**src/rtl/stbs_pkg.sv**
```systemverilog
`default_nettype none

package stbs_pkg;

   // Fixed field widths
   localparam int unsigned VALUE_W  = 64;
   localparam int unsigned OPCODE_W = 2;
   localparam int unsigned STATUS_W = 2;
   localparam int unsigned INDEX_W  = 10;

   // Request opcodes
   typedef enum logic [OPCODE_W-1:0] {
      OP_START  = 2'd0,
      OP_APPEND = 2'd1,
      OP_SEARCH = 2'd2
   } opcode_type;

   // Response status codes
   typedef enum logic [STATUS_W-1:0] {
      STATUS_FOUND     = 2'd0,
      STATUS_NOT_FOUND = 2'd1,
      STATUS_FULL      = 2'd2
   } status_type;

   // Command kinds passed from front to back
   typedef enum logic [1:0] {
      CMD_START,
      CMD_APPEND,
      CMD_SEARCH
   } cmd_kind_type;

   // Back-end sequencer states
   typedef enum logic [1:0] {
      ST_IDLE,
      ST_SEARCH,
      ST_DONE
   } back_state_type;

   typedef struct packed {
      logic [OPCODE_W-1:0] opcode;
      logic [VALUE_W-1:0]  value;
   } req_item_type;

   typedef struct packed {
      status_type         status;
      logic [INDEX_W-1:0] index;
   } rsp_item_type;

   typedef struct packed {
      cmd_kind_type       kind;
      logic [VALUE_W-1:0] value;
   } cmd_item_type;

endpackage

`default_nettype wire

```
**src/rtl/stbs_front.sv**
```systemverilog
`default_nettype none

module stbs_front
   import stbs_pkg::*;
(
   input  wire logic         clock,
   input  wire logic         reset,
   input  wire logic         req_push,
   output logic              req_full,
   input  wire req_item_type req_item,
   output logic              cmd_valid,
   output cmd_item_type      cmd_item,
   input  wire logic         cmd_pop
);

   localparam int unsigned QUEUE_DEPTH = 2;

   logic [1:0]   fill_ff, fill_in;
   logic         wr_ptr_ff, wr_ptr_in;
   logic         rd_ptr_ff, rd_ptr_in;
   cmd_item_type slot_ff [QUEUE_DEPTH];

   logic         accept;
   logic         enqueue;
   logic         dequeue;
   logic         known_op;
   cmd_kind_type kind;

   // Classify opcode; the unused code is accepted and dropped here
   always_comb begin
      known_op = 1'b1;
      kind     = CMD_SEARCH;
      unique case (req_item.opcode)
         OP_START:  kind = CMD_START;
         OP_APPEND: kind = CMD_APPEND;
         OP_SEARCH: kind = CMD_SEARCH;
         default:   known_op = 1'b0;
      endcase
   end

   assign req_full = (fill_ff == 2'(QUEUE_DEPTH));
   assign accept   = req_push && !req_full;
   assign enqueue  = accept && known_op;
   assign dequeue  = cmd_pop && cmd_valid;

   // Pointer and fill bookkeeping
   always_comb begin
      wr_ptr_in = enqueue ? !wr_ptr_ff : wr_ptr_ff;
      rd_ptr_in = dequeue ? !rd_ptr_ff : rd_ptr_ff;
      fill_in   = fill_ff;
      if (enqueue && !dequeue) begin
         fill_in = fill_ff + 2'd1;
      end else if (!enqueue && dequeue) begin
         fill_in = fill_ff - 2'd1;
      end
   end

   always_ff @(posedge clock) begin
      if (reset) begin
         fill_ff   <= '0;
         wr_ptr_ff <= 1'b0;
         rd_ptr_ff <= 1'b0;
      end else begin
         fill_ff   <= fill_in;
         wr_ptr_ff <= wr_ptr_in;
         rd_ptr_ff <= rd_ptr_in;
      end
   end

   // Payload slots
   always_ff @(posedge clock) begin
      if (enqueue) begin
         slot_ff[wr_ptr_ff] <= '{kind: kind, value: req_item.value};
      end
   end

   assign cmd_valid = (fill_ff != 2'd0);
   assign cmd_item  = slot_ff[rd_ptr_ff];

   a_fill_bound: assert property (@(posedge clock) disable iff (reset)
      fill_ff <= 2'(QUEUE_DEPTH))
      else $error("front queue overfilled");

   a_drop_unknown: assert property (@(posedge clock) disable iff (reset)
      (accept && !known_op && !dequeue) |=> (fill_ff == $past(fill_ff)))
      else $error("unknown opcode reached the queue");

endmodule

`default_nettype wire

```
**config.mk**
```make
export PLATFORM = sky130hd
export DESIGN_NAME = stbs_front
export DESIGN_NICKNAME = d
export VERILOG_FILES = /design/src/rtl/stbs_pkg.sv /design/src/rtl/stbs_front.sv
export SDC_FILE = /design/constraint.sdc
export NUM_CORES = 1
export LEC_CHECK = 0
export BUFFER_PORTS_ARGS = -buffer_cell sky130_fd_sc_hd__clkbuf_2
export CORE_UTILIZATION = 54
export CTS_BUF_LIST = sky130_fd_sc_hd__clkbuf_4 sky130_fd_sc_hd__clkbuf_8
export DETAILED_ROUTE_END_ITERATION = 12
export PLACE_DENSITY = 0.9
export REMOVE_ABC_BUFFERS = 1
export SYNTH_ARGS = -nofsm -noshare
export SYNTH_HDL_FRONTEND = slang
export SYNTH_SLANG_ARGS = --single-unit
```
**constraint.sdc**
```tcl
create_clock -name clock -period 7.4 [get_ports clock]
set_input_delay 2.22 -clock clock [delete_from_list [all_inputs] [get_ports clock]]
set_output_delay 2.22 -clock clock [all_outputs]
set_load 0.01 [all_outputs]
```
**After elaboration in Yosys (flattened, before gate mapping)**

Memory sizes are Yosys's and may differ from the RTL's. A register that Yosys moved wholly into a read port is not among the register bits.
Cells that the tools add are included.

- Bits in registers: 4
- RAM bits: 132
- Input port bits: 70
- Word-level logic and storage cells: 31
- Memories: 1

Memories:

| memory | depth | width | read ports | clocked after memory_dff | wr ports | line | text |
|---|---|---|---|---|---|---|---|
| slot_ff | 2 | 66 | 1 | 1 | 1 | stbs_front.sv:21 | `cmd_item_type slot_ff [QUEUE_DEPTH];` |

- Add/sub/neg operators: 2
- Equality and inequality tests: 3
- Mux-type cells: 8
- Reductions and logical operators: 14

Operators by type and width:

| operator | count |
|---|---|
| $logic_and A1 B1 Y1 | 5 |
| $logic_not A1 Y1 | 5 |
| $mux W1 | 5 |
| $eq A2 B2 Y1 const B | 2 |
| $mux W2 | 2 |
| $pmux W2 S2 | 1 |
| $reduce_bool A2 Y1 | 2 |
| $reduce_or A3 Y1 | 1 |
| $add A2 B1 Y2 const B | 1 |
| $eq A2 B1 Y1 const B | 1 |
| $logic_not A2 Y1 | 1 |
| $sub A2 B1 Y2 const B | 1 |

**Depth between registers and ports, before layout**

- Depth after elaboration: 8
- Depth in mapped cells: 6
- Mapped depth without buffers: 6

**Worst setup path before layout**

OpenSTA, ideal clock, no wires.

- Kind: in2reg
- Start: in req_push
- End: mem slot_ff[0][0] in the netlist's numbering (enable)
- Arrival: 5489 ps
- Path slack: 1413 ps
- Stages: 3
- Buffers on the path: 0
- Cells stage by stage: inv_1 a211oi_4 nor2b_1

- Longest elaborated chain between the ends: 4

RTL lines:

| item | line | text |
|---|---|---|
| start: declaration | stbs_front.sv:8 | `input wire logic req_push,` |
| $logic_and A1 B1 Y1 | stbs_front.sv:42 | `assign accept = req_push && !req_full;` |
| $logic_and A1 B1 Y1 | stbs_front.sv:43 | `assign enqueue = accept && known_op;` |
| $mux W1 | stbs_front.sv:72 | `if (enqueue) begin` |
| $mux W1 (not written as such) | stbs_front.sv:73 | `slot_ff[wr_ptr_ff] <= '{kind: kind, value: req_item.value};` |
| end: declaration | stbs_front.sv:21 |  |

No other way between the ends.

==> results_dict.tcl <==
set metrics [dict create \
    outcome "complete, but fails checks" \
    violations "DRC" \
    fin_setup_tns_ns 0 \
    skew_ns 0.009117 \
    async_reset_ff_frac 0 \
    die-height_um 98.29 \
    ys_types 19 \
    critical_path_buf_inv_count 2 \
    fill_cells 571 \
    worstSetupPathType "reg -> out" \
    overflow 0 \
    grt_max_degree 67 \
    combPwrFrac 0.225 \
    worstSetupStartpointType "flip-flop" \
    grt_pass1_vias 2745 \
    syn_area_per_cell_um2 21.58 \
    max_freq_ghz 0.2382 \
    antenna_found_initial 0 \
    max_slew_margin 0.3665 \
    switching_power_mw 0.5652 \
    max-cap-violations 0 \
    port_buffers 137 \
    drive_gt1_frac 0.6101 \
    routedWlPerCell_um 16.61 \
    hpwl_mm 5.307 \
    dieArea_um2 9660 \
    totalPowerFinal_mw 2.274 \
    routed_wl_mm 8.357 \
    floorplan.initialDensity 0.5658 \
    tritoncts "yes" \
    clk_pin_slew_ns 0.07 \
    slowest_delay_ns 0.66 \
    viasPerCell 5.143 \
    crit_family "buffers and inverters" \
    path_cells "buf_4, mux2_2, clkbuf_2" \
    rsz0062_at_grt "no" \
    ys_seq_area_frac 0.8118 \
    drt_iter0_drc 92 \
    yosys_warnings 0 \
    via_count 2587 \
    grt_pass1_wl_mm 12.97 \
    ys.flop_type "edfxtp_1" \
    timing.rr.start "fill_ff[0]" \
    p_leak_nw 2.416 \
    layout_worst_path_cycle_share 0.5674 \
    place.gp.congestion 0.6606 \
    setup_viol 0 \
    diodes 0 \
    crit_fanout 66 \
    hold_violations 0 \
    io_pins 138 \
    holdCritStartpoint "fill_ff[1]" \
    worstSetupEndpointType "primary output" \
    numCtsBuffers 17 \
    post_cts_buffers 0 \
    cp.required_ns 5.18 \
    netlist.top_cell.by_area "edfxtp_1" \
    nNetsFinal 454 \
    yosysTopAreaCellShare 0.7918 \
    powerDensity_nw_per_um2 359.5 \
    cp.arrival_ns 1.98 \
    die_w_um 98.29 \
    drtPass1Iterations 8 \
    cpMaxStageDelayCell "buf_4" \
    slew_viol_final 0 \
    finalCriticalPeriod_ns 4.199 \
    h-tree-depth 4 \
    worst_ir_drop_vdd_mv 0.2317 \
    yosys-top-cells-area "edfxtp_1, mux2_2, dfxtp_1" \
    clock_latency_ns 0.41 \
    antenna_left 0 \
    rows 34 \
    intPower_mw 1.709 \
    min_path_type "reg -> reg" \
    holdBufCountCts 0 \
    area_delta_synth_final_pct 26.37 \
    synthCells 232 \
    clkPwrFrac 0.338 \
    synthTopCellsByCount "edfxtp_1, mux2_2, dfxtp_1, buf_4, nor2_1" \
    ctsResizeCount 0 \
    track_usage 0.1809 \
    clockRootBuffer "clkbuf_8" \
    clockBufferDepth 2 \
    ys_ff_latch 137 \
    clkSinkCount 137 \
    yosysMostFrequentCell "edfxtp_1" \
    p_sw_frac 0.2486 \
    synth_edf_count 132 \
    drc 10 \
    core_area_um2 8848 \
    worst_pin_slew_ns 0.9482 \
    syn_area_um2 5006 \
    seqPwrFrac 0.436 \
]
metrics by stage:
step	instances	setup WS, ns	util	hold WS, ns	cell area (um2)
floorplan	224	1.413	-	0.4653	4957
global placement	472	2.989	0.6567	0.4846	5811
detailed placement	472	2.899	0.6567	0.5056	5811
CTS	503	3.177	0.7149	0.5164	6326
global route	503	3.098	0.7149	0.5550	6326
finish	503	3.201	0.7149	0.5197	6326
power by group through the flow:
stage                     combinational (mW)  sequential [mW]  clock, mW
final                                  0.513            0.992      0.769
after global routing                   0.554             1.00      0.812
after CTS                              0.523            0.993      0.782
after detailed placement               0.518             1.01          0
after global placement                 0.509             1.00          0
after floorplan                        0.294             1.04          0
layer usage:
metal / track usage / wire [um] / part of all wire / up-vias
met1: 0.2062 / 3291 / 0.39 / 1264
met4: 0.06544 / 77 / 0.0092 / 0
li1: - / - / - / 1217
met2: 0.3191 / 4413 / 0.53 / 98
met5: 0 / 0 / 0 / -
met3: 0.05941 / 574 / 0.069 / 8
placed cells by master, fill, tap and decap left out, types with 2 or more instances in the layout:
master,n
clkbuf_8,17
o21ai_0,2
mux2_2,66
nor2b_1,2
clkinv_4,3
xor2_1,3
bufinv_16,8
nor2_1,4
clkinv_1,2
buf_4,3
edfxtp_1,132
clkbuf_2,137
dfxtp_1,4
worst register-to-register path: cells and delay by family, from the launching register on:
family	cells	cell delay, ns
compound gates	1	0.26
buf+inv	1	0.57
flops	1	0.43
simple gates	2	0.94
path summary, 6_finish.rpt:
path,to,slack (ns),cells after the start
worst max register to register,slot_ff[0][58],4.84,4
worst max-delay path,cmd_item[1],3.20,3
worst min-delay path,fill_ff[1],0.52,2
worst min register to register,fill_ff[1],0.52,2
flip-flops by register name (all words and copies together), names as in the netlist, named ones only:
register   cells
wr_ptr_ff      1
rd_ptr_ff      1
slot_ff      132
fill_ff        2
cell type report:
type | count | area [um2] | area share
timing repair buffer | 140 | 708.2 | 0.1119
sequential | 137 | 4065 | 0.6426
clock buffer | 18 | 241.5 | 0.03817
clock inverter | 13 | 274.0 | 0.04331
tap | 108 | 135.1 | 0.02136
inverter | 1 | 3.754 | 0.0005934
multi-input combinational | 86 | 898.4 | 0.1420
cell families (layout without fill, tap and decap cells):
| logic type | after synthesis | count (layout) | synth area share |
|---|---|---|---|
| flops | 137 | 137 | 0.8118 |
| fa+ha+maj | 1 | 1 | 0.002499 |
| buf+inv | 9 | 172 | 0.01050 |
| xor+xnor | 3 | 3 | 0.005250 |
| mux | 67 | 67 | 0.1507 |
| simple gates | 11 | 11 | 0.01225 |
| compound gates | 4 | 4 | 0.006998 |
Power figures use the tool's default switching activity.
